===== src/hdl/sams_pkg.sv =====
// ----------------------------------------------------------------------------
// sams_pkg: shared types, constants and control program
// Payload structs, register codes, microcode ops and the control store of the
// signed acceleration magnitude smoother.
// ----------------------------------------------------------------------------
package sams_pkg;

  // History depth and derived widths
  localparam int WINDOW     = 5;
  localparam int MAG_W      = 15;
  localparam int FILL_W     = $clog2(WINDOW + 1);
  localparam int IDX_W      = (WINDOW > 1) ? $clog2(WINDOW) : 1;
  localparam int SUM_W      = $clog2(WINDOW * (1 << MAG_W));
  localparam int SQRT_ITERS = 16;
  localparam int CNT_MAX    = (SUM_W > SQRT_ITERS) ? SUM_W : SQRT_ITERS;
  localparam int CNT_W      = $clog2(CNT_MAX);

  // Configuration port
  localparam int CFG_IDX_W  = 1;
  localparam int CFG_DATA_W = 15;
  localparam logic [CFG_IDX_W-1:0] CFG_RAW_LIMIT = 1'd0;
  localparam logic [CFG_IDX_W-1:0] CFG_OUT_LIMIT = 1'd1;
  localparam logic [MAG_W-1:0] RAW_LIMIT_RST = 15'd1536;
  localparam logic [MAG_W-1:0] OUT_LIMIT_RST = 15'd2048;

  // Control store addresses
  localparam int PC_W = 4;
  localparam logic [PC_W-1:0] S_WAIT = 4'd0;
  localparam logic [PC_W-1:0] S_MSX  = 4'd1;
  localparam logic [PC_W-1:0] S_MSY  = 4'd2;
  localparam logic [PC_W-1:0] S_MDX  = 4'd3;
  localparam logic [PC_W-1:0] S_MDY  = 4'd4;
  localparam logic [PC_W-1:0] S_MDZ  = 4'd5;
  localparam logic [PC_W-1:0] S_SQI  = 4'd6;
  localparam logic [PC_W-1:0] S_SQS  = 4'd7;
  localparam logic [PC_W-1:0] S_STO  = 4'd8;
  localparam logic [PC_W-1:0] S_SUM  = 4'd9;
  localparam logic [PC_W-1:0] S_DVI  = 4'd10;
  localparam logic [PC_W-1:0] S_DVS  = 4'd11;
  localparam logic [PC_W-1:0] S_FIN  = 4'd12;

  typedef struct packed {
    logic signed [15:0] accel_x;
    logic signed [15:0] accel_y;
    logic signed [15:0] accel_z;
    logic signed [15:0] vel_x;
    logic signed [15:0] vel_y;
    logic signed [15:0] vel_z;
    logic               first_call;
  } in_item_t;

  typedef struct packed {
    logic signed [15:0] accel_out;
  } out_item_t;

  // Datapath operations
  typedef enum logic [3:0] {
    OP_WAIT, // take a transaction
    OP_MSX,  // ax*ax
    OP_MSY,  // ay*ay, load square sum
    OP_MDX,  // vx*ax, add square
    OP_MDY,  // vy*ay, load dot
    OP_MDZ,  // vz*az, add dot
    OP_SQI,  // add dot, start root
    OP_SQS,  // one root iteration
    OP_STO,  // clamp and store magnitude
    OP_SUM,  // add one history entry
    OP_DVI,  // start divide
    OP_DVS,  // one quotient bit
    OP_FIN   // sign, clamp, load output
  } op_e;

  // Sequencing: hold on the step while the condition is true, else go to target
  typedef enum logic [2:0] {
    JK_GO,
    JK_HOLD_NO_IN,
    JK_HOLD_CNT,
    JK_HOLD_SUM,
    JK_HOLD_OUT
  } jmp_e;

  typedef struct packed {
    op_e             op;
    jmp_e            jmp;
    logic [PC_W-1:0] target;
  } ctrl_word_t;

  typedef struct packed {
    op_e op;
  } dp_ctrl_t;

  typedef struct packed {
    logic in_acc;
    logic cnt_nz;
    logic sum_more;
    logic out_busy;
  } dp_stat_t;

  // Control store
  function automatic ctrl_word_t rom_word(input logic [PC_W-1:0] step);
    ctrl_word_t w;
    case (step)
      S_WAIT:  w = '{op: OP_WAIT, jmp: JK_HOLD_NO_IN, target: S_MSX};
      S_MSX:   w = '{op: OP_MSX,  jmp: JK_GO,         target: S_MSY};
      S_MSY:   w = '{op: OP_MSY,  jmp: JK_GO,         target: S_MDX};
      S_MDX:   w = '{op: OP_MDX,  jmp: JK_GO,         target: S_MDY};
      S_MDY:   w = '{op: OP_MDY,  jmp: JK_GO,         target: S_MDZ};
      S_MDZ:   w = '{op: OP_MDZ,  jmp: JK_GO,         target: S_SQI};
      S_SQI:   w = '{op: OP_SQI,  jmp: JK_GO,         target: S_SQS};
      S_SQS:   w = '{op: OP_SQS,  jmp: JK_HOLD_CNT,   target: S_STO};
      S_STO:   w = '{op: OP_STO,  jmp: JK_GO,         target: S_SUM};
      S_SUM:   w = '{op: OP_SUM,  jmp: JK_HOLD_SUM,   target: S_DVI};
      S_DVI:   w = '{op: OP_DVI,  jmp: JK_GO,         target: S_DVS};
      S_DVS:   w = '{op: OP_DVS,  jmp: JK_HOLD_CNT,   target: S_FIN};
      S_FIN:   w = '{op: OP_FIN,  jmp: JK_HOLD_OUT,   target: S_WAIT};
      default: w = '{op: OP_WAIT, jmp: JK_GO,         target: S_WAIT};
    endcase
    return w;
  endfunction

endpackage


===== src/hdl/sams_if.sv =====
// ----------------------------------------------------------------------------
// sams_if: valid/ready channels
// Input sample channel and result channel of the smoother.
// ----------------------------------------------------------------------------
interface sams_in_if;
  logic               valid;
  logic               ready;
  sams_pkg::in_item_t data;

  modport source (output valid, output data, input ready);
  modport sink   (input valid, input data, output ready);
endinterface

interface sams_out_if;
  logic                valid;
  logic                ready;
  sams_pkg::out_item_t data;

  modport source (output valid, output data, input ready);
  modport sink   (input valid, input data, output ready);
endinterface


===== src/hdl/sams_seq.sv =====
// ----------------------------------------------------------------------------
// sams_seq: microcode sequencer
// Step counter over the control store, with hold-while-condition jumps.
// ----------------------------------------------------------------------------
module sams_seq (
  input  logic                clk_i,
  input  logic                rst_ni,
  input  sams_pkg::dp_stat_t  stat_i,
  output sams_pkg::dp_ctrl_t  ctrl_o
);

  logic [sams_pkg::PC_W-1:0] pc_q, pc_d;
  sams_pkg::ctrl_word_t      word;
  logic                      hold;

  // Fetch the control word of the current step
  always_comb begin
    word = sams_pkg::rom_word(pc_q);
    ctrl_o.op = word.op;
  end

  // Evaluate the hold condition
  always_comb begin
    case (word.jmp)
      sams_pkg::JK_GO:         hold = 1'b0;
      sams_pkg::JK_HOLD_NO_IN: hold = !stat_i.in_acc;
      sams_pkg::JK_HOLD_CNT:   hold = stat_i.cnt_nz;
      sams_pkg::JK_HOLD_SUM:   hold = stat_i.sum_more;
      sams_pkg::JK_HOLD_OUT:   hold = stat_i.out_busy;
      default:                 hold = 1'b0;
    endcase
    pc_d = hold ? pc_q : word.target;
  end

  // Advance the step counter
  always_ff @(posedge clk_i or negedge rst_ni) begin
    if (!rst_ni) begin
      pc_q <= sams_pkg::S_WAIT;
    end else begin
      pc_q <= pc_d;
    end
  end

endmodule


===== src/hdl/sams_dp.sv =====
// ----------------------------------------------------------------------------
// sams_dp: smoother datapath
// Shared multiplier, root and divide registers, history, limits and the
// output register, each driven by the op of the current control word.
// ----------------------------------------------------------------------------
module sams_dp (
  input  logic                                clk_i,
  input  logic                                rst_ni,
  input  logic                                cfg_we_i,
  input  logic [sams_pkg::CFG_IDX_W-1:0]      cfg_idx_i,
  input  logic [sams_pkg::CFG_DATA_W-1:0]     cfg_data_i,
  input  sams_pkg::dp_ctrl_t                  ctrl_i,
  output sams_pkg::dp_stat_t                  stat_o,
  sams_in_if.sink                             in_i,
  sams_out_if.source                          out_o
);

  localparam int MW = sams_pkg::MAG_W;
  localparam int SW = sams_pkg::SUM_W;
  localparam int FW = sams_pkg::FILL_W;
  localparam int IW = sams_pkg::IDX_W;
  localparam int CW = sams_pkg::CNT_W;
  localparam int WIN = sams_pkg::WINDOW;

  logic [MW-1:0] raw_limit_q, out_limit_q;

  sams_pkg::in_item_t item_q;
  logic               in_acc;

  logic signed [15:0] mul_a, mul_b;
  logic signed [31:0] prod_q;
  logic [31:0]        sq_q;
  logic signed [33:0] dot_q;

  logic [31:0]   rem_q, root_q, bit_q;
  logic [CW-1:0] cnt_q;
  logic [SW-1:0] sum_q;

  logic [MW-1:0] hist_q [WIN];
  logic [FW-1:0] fill_q;
  logic [IW-1:0] wslot_q, idx_q;

  logic signed [15:0] out_q;
  logic               out_valid_q;

  logic [31:0]   sq_t;
  logic [31:0]   dv_r;
  logic [MW-1:0] mag;
  logic [MW-1:0] avg_c;
  logic signed [15:0] res;

  // Handshake and status
  assign in_acc       = in_i.valid && (ctrl_i.op == sams_pkg::OP_WAIT);
  assign in_i.ready   = (ctrl_i.op == sams_pkg::OP_WAIT);
  assign out_o.valid  = out_valid_q;
  assign out_o.data.accel_out = out_q;

  assign stat_o.in_acc   = in_acc;
  assign stat_o.cnt_nz   = (cnt_q != '0);
  assign stat_o.sum_more = ((FW'(idx_q) + FW'(1)) != fill_q);
  assign stat_o.out_busy = out_valid_q && !out_o.ready;

  // Configuration registers
  always_ff @(posedge clk_i or negedge rst_ni) begin
    if (!rst_ni) begin
      raw_limit_q <= sams_pkg::RAW_LIMIT_RST;
      out_limit_q <= sams_pkg::OUT_LIMIT_RST;
    end else if (cfg_we_i) begin
      case (cfg_idx_i)
        sams_pkg::CFG_RAW_LIMIT: raw_limit_q <= cfg_data_i;
        sams_pkg::CFG_OUT_LIMIT: out_limit_q <= cfg_data_i;
        default: ;
      endcase
    end
  end

  // Select multiplier operands
  always_comb begin
    case (ctrl_i.op)
      sams_pkg::OP_MSX: begin mul_a = item_q.accel_x; mul_b = item_q.accel_x; end
      sams_pkg::OP_MSY: begin mul_a = item_q.accel_y; mul_b = item_q.accel_y; end
      sams_pkg::OP_MDX: begin mul_a = item_q.vel_x;   mul_b = item_q.accel_x; end
      sams_pkg::OP_MDY: begin mul_a = item_q.vel_y;   mul_b = item_q.accel_y; end
      sams_pkg::OP_MDZ: begin mul_a = item_q.vel_z;   mul_b = item_q.accel_z; end
      default:          begin mul_a = item_q.accel_x; mul_b = item_q.accel_x; end
    endcase
  end

  // Root trial, divide trial, magnitude clamp and output shaping
  always_comb begin
    sq_t  = root_q + bit_q;
    dv_r  = {rem_q[30:0], sum_q[SW-1]};
    mag   = (root_q[15:0] > {1'b0, raw_limit_q}) ? raw_limit_q : root_q[MW-1:0];
    avg_c = (sum_q[MW-1:0] > out_limit_q) ? out_limit_q : sum_q[MW-1:0];
    if (item_q.first_call) begin
      res = '0;
    end else if (dot_q[33]) begin
      res = -$signed({1'b0, avg_c});
    end else begin
      res = $signed({1'b0, avg_c});
    end
  end

  // Payload registers of the datapath
  always_ff @(posedge clk_i) begin
    case (ctrl_i.op)
      sams_pkg::OP_WAIT: begin
        if (in_acc) item_q <= in_i.data;
      end
      sams_pkg::OP_MSX: prod_q <= mul_a * mul_b;
      sams_pkg::OP_MSY: begin
        prod_q <= mul_a * mul_b;
        sq_q   <= prod_q;
      end
      sams_pkg::OP_MDX: begin
        prod_q <= mul_a * mul_b;
        sq_q   <= sq_q + 32'(prod_q);
      end
      sams_pkg::OP_MDY: begin
        prod_q <= mul_a * mul_b;
        dot_q  <= 34'(prod_q);
      end
      sams_pkg::OP_MDZ: begin
        prod_q <= mul_a * mul_b;
        dot_q  <= dot_q + 34'(prod_q);
      end
      sams_pkg::OP_SQI: begin
        dot_q  <= dot_q + 34'(prod_q);
        rem_q  <= sq_q;
        root_q <= '0;
        bit_q  <= 32'h4000_0000;
      end
      sams_pkg::OP_SQS: begin
        if (rem_q >= sq_t) begin
          rem_q  <= rem_q - sq_t;
          root_q <= (root_q >> 1) + bit_q;
        end else begin
          root_q <= root_q >> 1;
        end
        bit_q <= bit_q >> 2;
      end
      sams_pkg::OP_STO: begin
        hist_q[wslot_q] <= mag;
        sum_q           <= '0;
      end
      sams_pkg::OP_SUM: sum_q <= sum_q + SW'(hist_q[idx_q]);
      sams_pkg::OP_DVI: rem_q <= '0;
      sams_pkg::OP_DVS: begin
        if (dv_r >= 32'(fill_q)) begin
          rem_q <= dv_r - 32'(fill_q);
          sum_q <= {sum_q[SW-2:0], 1'b1};
        end else begin
          rem_q <= dv_r;
          sum_q <= {sum_q[SW-2:0], 1'b0};
        end
      end
      sams_pkg::OP_FIN: begin
        if (!stat_o.out_busy) out_q <= res;
      end
      default: ;
    endcase
  end

  // Control registers: counters, history pointers and output valid
  always_ff @(posedge clk_i or negedge rst_ni) begin
    if (!rst_ni) begin
      cnt_q       <= '0;
      idx_q       <= '0;
      fill_q      <= '0;
      wslot_q     <= '0;
      out_valid_q <= 1'b0;
    end else begin
      if (out_valid_q && out_o.ready) out_valid_q <= 1'b0;
      case (ctrl_i.op)
        sams_pkg::OP_SQI: cnt_q <= CW'(sams_pkg::SQRT_ITERS - 1);
        sams_pkg::OP_SQS: begin
          if (cnt_q != '0) cnt_q <= cnt_q - CW'(1);
        end
        sams_pkg::OP_STO: begin
          idx_q   <= '0;
          wslot_q <= (wslot_q == IW'(WIN - 1)) ? '0 : wslot_q + IW'(1);
          if (fill_q < FW'(WIN)) fill_q <= fill_q + FW'(1);
        end
        sams_pkg::OP_SUM: begin
          if (stat_o.sum_more) idx_q <= idx_q + IW'(1);
        end
        sams_pkg::OP_DVI: cnt_q <= CW'(SW - 1);
        sams_pkg::OP_DVS: begin
          if (cnt_q != '0) cnt_q <= cnt_q - CW'(1);
        end
        sams_pkg::OP_FIN: begin
          if (!stat_o.out_busy) out_valid_q <= 1'b1;
        end
        default: ;
      endcase
    end
  end

endmodule


===== src/hdl/signed_accel_magnitude_smoother_unit.sv =====
// ----------------------------------------------------------------------------
// signed_accel_magnitude_smoother_unit: signed acceleration smoother
// Planar magnitude by square root, upper clamp, 5-entry moving average,
// sign from velocity dot acceleration and a symmetric output clamp.
// ----------------------------------------------------------------------------
//  channel   direction  handshake      payload
//  in_i      sink       valid/ready    accel_x/y/z, vel_x/y/z, first_call
//  out_o     source     valid/ready    accel_out
//  cfg       input      cfg_we_i       cfg_idx_i, cfg_data_i (15 bit)
//
//  One sample runs from its accept to its result being loaded through
//  five multiplies on the shared multiplier, 16 root iterations, n adds over
//  the history, n being the filled history entries (1..5), and 18 divide steps.
//  A new sample is taken the cycle after the result is loaded into the output
//  register, even while that result still waits for out_o.ready.
//  Reset clears the sequencer, history counters and output valid at once.
//  A stalled result holds the sequencer on its final step until the output
//  register frees.
// ----------------------------------------------------------------------------
module signed_accel_magnitude_smoother_unit (
  input  logic                             clk_i,
  input  logic                             rst_ni,
  input  logic                             cfg_we_i,
  input  logic [sams_pkg::CFG_IDX_W-1:0]   cfg_idx_i,
  input  logic [sams_pkg::CFG_DATA_W-1:0]  cfg_data_i,
  sams_in_if.sink                          in_i,
  sams_out_if.source                       out_o
);

  sams_pkg::dp_ctrl_t ctrl;
  sams_pkg::dp_stat_t stat;

  // Sequencer
  sams_seq u_seq (
    .clk_i  (clk_i),
    .rst_ni (rst_ni),
    .stat_i (stat),
    .ctrl_o (ctrl)
  );

  // Datapath
  sams_dp u_dp (
    .clk_i      (clk_i),
    .rst_ni     (rst_ni),
    .cfg_we_i   (cfg_we_i),
    .cfg_idx_i  (cfg_idx_i),
    .cfg_data_i (cfg_data_i),
    .ctrl_i     (ctrl),
    .stat_o     (stat),
    .in_i       (in_i),
    .out_o      (out_o)
  );

endmodule


===== src/flat_wrapper.sv =====
// flat-port wrapper written by rule: the top's interface ports become plain ports
module signed_accel_magnitude_smoother_unit_flat 
  (clk_i, rst_ni, cfg_we_i, cfg_idx_i, cfg_data_i, in_i_valid, in_i_data, in_i_ready, out_o_valid, out_o_data, out_o_ready);
  sams_in_if in_i_i ();
  sams_out_if out_o_i ();
  input  logic clk_i;
  input  logic rst_ni;
  input  logic cfg_we_i;
  input  logic [sams_pkg::CFG_IDX_W-1:0] cfg_idx_i;
  input  logic [sams_pkg::CFG_DATA_W-1:0] cfg_data_i;
  input wire logic [$bits(in_i_i.valid)-1:0] in_i_valid;
  input wire logic [$bits(in_i_i.data)-1:0] in_i_data;
  output wire logic [$bits(in_i_i.ready)-1:0] in_i_ready;
  output wire logic [$bits(out_o_i.valid)-1:0] out_o_valid;
  output wire logic [$bits(out_o_i.data)-1:0] out_o_data;
  input wire logic [$bits(out_o_i.ready)-1:0] out_o_ready;
  assign in_i_i.valid = in_i_valid;
  assign in_i_i.data = in_i_data;
  assign in_i_ready = in_i_i.ready;
  assign out_o_valid = out_o_i.valid;
  assign out_o_data = out_o_i.data;
  assign out_o_i.ready = out_o_ready;
  signed_accel_magnitude_smoother_unit u_core (.clk_i(clk_i), .rst_ni(rst_ni), .cfg_we_i(cfg_we_i), .cfg_idx_i(cfg_idx_i), .cfg_data_i(cfg_data_i), .in_i(in_i_i), .out_o(out_o_i));
endmodule

===== config.mk =====
export PLATFORM = sky130hd
export DESIGN_NAME = signed_accel_magnitude_smoother_unit_flat
export DESIGN_NICKNAME = d
export VERILOG_FILES = /design/src/hdl/sams_pkg.sv /design/src/hdl/sams_if.sv /design/src/hdl/sams_seq.sv /design/src/hdl/sams_dp.sv /design/src/hdl/signed_accel_magnitude_smoother_unit.sv /design/src/flat_wrapper.sv
export SDC_FILE = /design/constraint.sdc
export NUM_CORES = 2
export LEC_CHECK = 0
export BUFFER_PORTS_ARGS = -buffer_cell sky130_fd_sc_hd__buf_2
export CAP_MARGIN = 40
export CORE_ASPECT_RATIO = 0.9
export CORE_MARGIN = 1.5
export CORE_UTILIZATION = 60
export CTS_BUF_LIST = sky130_fd_sc_hd__clkbuf_4
export CTS_CLUSTER_DIAMETER = 150
export DETAILED_ROUTE_END_ITERATION = 10
export HOLD_SLACK_MARGIN = 0.08
export PLACE_DENSITY_LB_ADDON = 0.3
export REMOVE_ABC_BUFFERS = 1
export SYNTH_ARGS = -nofsm -noshare
export SYNTH_HDL_FRONTEND = slang
export SYNTH_HIERARCHICAL = 1
export SYNTH_SLANG_ARGS = --single-unit

===== constraint.sdc =====
create_clock -name clk_i -period 12.05 [get_ports clk_i]
set_input_delay 0 -clock clk_i [delete_from_list [all_inputs] [get_ports clk_i]]
set_output_delay 0 -clock clk_i [all_outputs]
set_load 0.01 [all_outputs]

# After elaboration in Yosys (flattened, before gate mapping)
# Memories as Yosys holds them, arrays and structs flattened.
# Cells that the tools add are included.
[classes]
n_addsub = 12
n_mul = 1
n_div = 0
magnitude_cmp = 5
n_eq_ne = 21
shift = 0
mux = 26
bitwise_logic = 3
reduce_logical = 27
[ops]
columns = ["operator", "n"]
rows = [
  ["$pmux 32 s2", 3],
  ["$pmux 32 s4", 1],
  ["$mux 32", 3],
  ["$pmux 34 s2", 1],
  ["$add 32x32->32", 2],
  ["$pmux 16 s4", 1],
  ["$pmux 18 s3", 1],
  ["$mux 15", 3],
  ["$add 34x32->34", 1],
  ["$add 31x32->32", 1],
  ["$ge 32x3->1", 1],
  ["$ge 32x32->1", 1],
  ["$mul 16x16->32", 1],
  ["$pmux 16 s2", 1],
  ["$sub 32x3->32", 1],
  ["$sub 32x32->32", 1],
  ["$eq 4x4->1 const B", 5],
  ["$add 18x15->18", 1],
  ["$eq 4x3->1 const B", 4],
  ["$gt 16x15->1", 1],
  ["$neg 15->16", 1],
  ["$reduce_and 2->1", 8],
  ["$gt 15x15->1", 1],
  ["$pmux 5 s3", 1],
  ["other kinds (26)", 50],
]
[word_totals]
register_bits = 374
latchBits = 0
mem_bits_rw = 75
romBits = 176
in_bits = 118
out_inout_bits = 18
word_cells = 121
n_memories = 2
[memory_table]
columns = ["memory", "words", "word_bits", "rd", "rd_ports_with_merged_regs", "write_ports", "line", "source"]
rows = [
  ["(name not given)", 16, 11, 1, 0, 0, "sams_pkg.sv:102", "case (step)"],
  ["u_core.u_dp.hist_q", 5, 15, 1, 0, 1, "sams_dp.sv:39", "logic [MW-1:0] hist_q [WIN];"],
]

# Depth between registers and ports, before layout
# An unclocked memory read counts as a cell.
[logic_depth]
depth_word = 5
depth_mapped = 37
mapped_depth_nobuf = 33

# Hierarchy
# The synthesis kept the hierarchy.
[modules_own_cells]
columns = ["mod", "instances", "cells_per_inst", "area_each_um2", "seq_area_each_um2"]
rows = [
  ["sams_dp", 1, 3591, 36152.2, 12660.9],
  ["sams_seq", 1, 47, 391.6, 100.1],
]

# Worst setup path after synthesis
# No wires, ideal clock.
[synth_path]
kind = "reg2reg"
from = "register u_core/u_seq/pc_q[0] (netlist name)"
to = "register u_core.u_dp.prod_q[30] (data pin)"
setup_time_ns = 0.258
arrival_time_ns = 7.781
t_required_ns = 11.792
path_slack_ns = 4.012
path_stages_with_launch = 34
n_path_buf = 4
synth_period_minus_slack_ns = 8.038
cell_sequence = "dfrtp_1 -> inv_1 -> ha_1 -> inv_1 -> a21oi_1 -> buf_4 -> clkbuf_1 -> nor2b_1 -> nor3b_2 -> clkbuf_1 -> nand2_1 -> nand3_1 -> o21a_1 -> clkbuf_1 -> nand2_1 -> inv_1 -> fa_1 -> fa_1 -> fa_1 -> fa_1 -> fa_1 -> inv_1 -> fa_1 -> inv_1 -> ha_1 -> inv_1 -> o21bai_1 -> a21oi_1 -> o31a_1 -> o32a_1 -> o2111ai_1 -> a31o_2 -> a21oi_1 -> xnor2_1"
[synth_lines]
columns = ["element", "line", "source"]
rows = [
  ["from (decl)", "sams_seq.sv:12", "logic [sams_pkg::PC_W-1:0] pc_q, pc_d;"],
  ["from (signal assigned)", "sams_seq.sv:38", "pc_q <= sams_pkg::S_WAIT;"],
  ["from (signal assigned)", "sams_seq.sv:40", "pc_q <= pc_d;"],
  ["to (signal assigned)", "sams_dp.sv:110", "sams_pkg::OP_MSX: prod_q <= mul_a * mul_b;"],
  ["to (signal assigned)", "sams_dp.sv:112", "prod_q <= mul_a * mul_b;"],
  ["to (signal assigned)", "sams_dp.sv:116", "prod_q <= mul_a * mul_b;"],
  ["to (decl)", "sams_dp.sv:31", "logic signed [31:0] prod_q;"],
]

==> flow_summary.ini <==
[yosys]
synth_top_family_by_area = adder cells
syn_inst = 3638
synth.avg_cell_area_um2 = 10.0
synthMuxAreaShare_pct = 3.16
synth.area.top_cells = edfxtp_1 (32%), fa_1 (15%), ha_1 (9.2%)
synth_compound_area_share_pct = 14.6
seq_area_frac_synth_pct = 34.9
synth_xor_area_share_pct = 5.34
synthAdderAreaFrac_pct = 23.9
ys_ff_latch = 433
async_reset_ff_share_pct = 11.3
yosysUniqueCellTypes = 95
synth_top_cell_by_area = edfxtp_1
yosys.area.top_type_share_pct = 31.6
synth-simple-area-share_pct = 12.6
synth-edff-count = 384
yosys_warnings = 6
yosys_most_used_dff = edfxtp_1
synth_area_mm2 = 0.0365

[final_layout]
area_delta_synth_final_pct = 15.6
drive_gt1_share_pct = 12.0
instances_no_fill = 4949
final_common_cell = inv_1
nNetsFinal = 4726
most-common-layout-cells = inv_1 (397), edfxtp_1 (384), nand2_1 (337)
nFillCells = 4161

[min_path]
min_to = u_core/u_dp/raw_limit_q[14]
worstHoldStart = cfg_idx_i
holdPathStages = 5
hold_path.class = input port to flip-flop

[routing]
ant_nets = 0
dr.pass1.iters = 11
num_vias = 30400
routed_via_density = 6.15
wl_per_cell_um = 20.9
totalWireLength_um = 103000
drc_errors = 22
drt_iter0_markers = 3247

[global_route]
grt_use_met3_pct = 8.13
antenna_found_initial = 7
grt_max_degree = 75
grt_overflow = 0
grt.total_usage_pct = 33.5
grt_util_met1_pct = 39.6
top_usage_layer = met2
grt_pass1_vias = 31200
grt_first_pass_wirelength_um = 164000
use_met2_pct = 54.6

[clocking]
clk_pin_slew_ns = 0.07
clk_latency_ns = 0.96
cts_buffer_depth = 3
cts_resized = 0
tritoncts = done
cts_root_buf = clkbuf_4
htree_levels = 3
cts_buffers = 109
clock-sinks = 433
post-cts-setup-buffers = 0

[floorplan]
ioPinCount = 136
initial_core_util_pct = 60.9
dieWidth_um = 263
die_h_um = 237
die_area_mm2 = 0.0624
fp.coreArea_mm2 = 0.0600
fp-row-count = 85

[sta]
rsz0062_at_grt = no
worst_slew_pin_slew_ns = 1.00
tns_ns = 0
slew_viol_final = 0
timing.final.crit_share_pct = 85.0
hold_violations = 0
clock-skew-final_ns = 0.123
fmax_mhz = 97.6
relSlewSlack_pct = 33.0
whs_ns = 0.221
setup_viol = 0
fin_crit_ns = 10.25

[critical_path]
required_ns = 12.64
crit_family = adder cells
reg2reg_from = u_core/u_seq/pc_q[3]
endpoint_kind = flip-flop
path_common_cell = fa_1
slowest_delay_ns = 0.94
rrSetupSlack_ns = 1.80
cp-start-kind = flip-flop
cp.arrival_ns = 10.83
path_max_fanout = 20
rr_worst_depth = 28
cpMaxStageDelayCell = fa_1
worst-path-buf-inv = 5
reg2reg_to = u_core/u_dp/prod_q[30]
critPathKind = flip-flop to flip-flop

[place]
io_buffers = 135
place_hpwl_um = 66400
place_congestion = 0.939
place_inst = 4490

[run_status]
violations = DRC
outcome = finished, violations left

[job]
maxCapViolCount = 0
[cell families after synthesis]
family / count (synthesis)
simple gates: 1009
flops: 433
buf+inv: 520
xor+xnor: 223
fa+ha+maj: 537
compound gates: 827
mux: 89
[worst register-to-register path: cells and delay by family, from the launching register on]
kind                       cells  cell delay, ns
AOI/OAI and AO/OA             10            2.78
xor gates and xnor gates       1            0.08
adders and majority gates      7            3.86
and+or+nand+nor                5            1.92
buffers and inverters          5            0.69
DFF                            1            0.58
[cell type report]
cell class	instances	area, um2	area share [%]
Clock inverter	45	260	0.616
Tap cell	783	980	2.32
Antenna cell	6	15.0	0.0355
Timing Repair Buffer	441	3670	8.69
Sequential cell	433	12800	30.2
Inverter	401	1510	3.56
Clock buffer	155	1160	2.76
Multi-Input combinational cell	2685	21900	51.8
[cells in the mapped netlist, types with 46 or more instances]
library cell,number
clkbuf_1,87
nor3_1,52
a21o_1,69
a21oi_1,227
nand3_1,52
xor2_1,95
nor2_1,335
inv_1,399
mux2_2,57
xnor2_1,128
nand2_1,338
dfrtp_1,46
edfxtp_1,384
fa_1,267
ha_1,270
o21ai_0,182
[per-layer routing]
metal	vias to the layer above	part of all wire (%)	wire length, um
li1	13700	-	-
met1	14400	37	37800
met2	1780	47	48600
met3	547	9.3	9580
met4	8	7.2	7410
met5	-	0.045	47
[per-stage QoR]
step | cell area, um2 | setup WS, ns | utilization, %
after detailed placement | 38300 | 2.55 | 63.8
final | 42200 | 1.80 | 70.4
after global routing | 42200 | 1.36 | 70.4
after floorplan | 36000 | 1.03 | -
after CTS | 42200 | 2.42 | 70.3
after global placement | 38100 | 2.58 | 63.5
[worst max path at each step]
stage | startpoint | to | slack [ns] | depth (start not counted)
2_1_floorplan | u_core/u_seq/pc_q[2] | u_core/u_dp/prod_q[31] | 1.03 | 28
4_1_cts | u_core/u_seq/pc_q[3] | u_core/u_dp/prod_q[30] | 2.42 | 28
6_report | u_core/u_seq/pc_q[3] | u_core/u_dp/prod_q[30] | 1.80 | 28
3_5_place_dp | u_core/u_seq/pc_q[3] | u_core/u_dp/prod_q[30] | 2.55 | 28
3_3_place_gp | u_core/u_seq/pc_q[0] | u_core/u_dp/prod_q[31] | 2.58 | 29
5_1_grt | u_core/u_seq/pc_q[3] | u_core/u_dp/prod_q[31] | 1.36 | 27
[what timing repair did]
action                     CTS  global route
hold endpoints to repair   294             0
setup endpoints to repair    0             0
hold buffers               248             0
[registers in the layout (all words and copies together), names as in the netlist, 16 cells and up]
name and flops:
u_core/u_dp/rem_q 32, u_core/u_dp/bit_q 16, u_core/u_dp/prod_q 32, u_core/u_dp/item_q 97, u_core/u_dp/out_o.data 16, u_core/u_dp/sq_q 32, u_core/u_dp/hist_q 75, u_core/u_dp/dot_q 34
u_core/u_dp/root_q 32, u_core/u_dp/sum_q 18
Power is left out: the tool's default activity adds up to more than one toggle a clock period on the data nets, which glitch-free logic cannot reach.
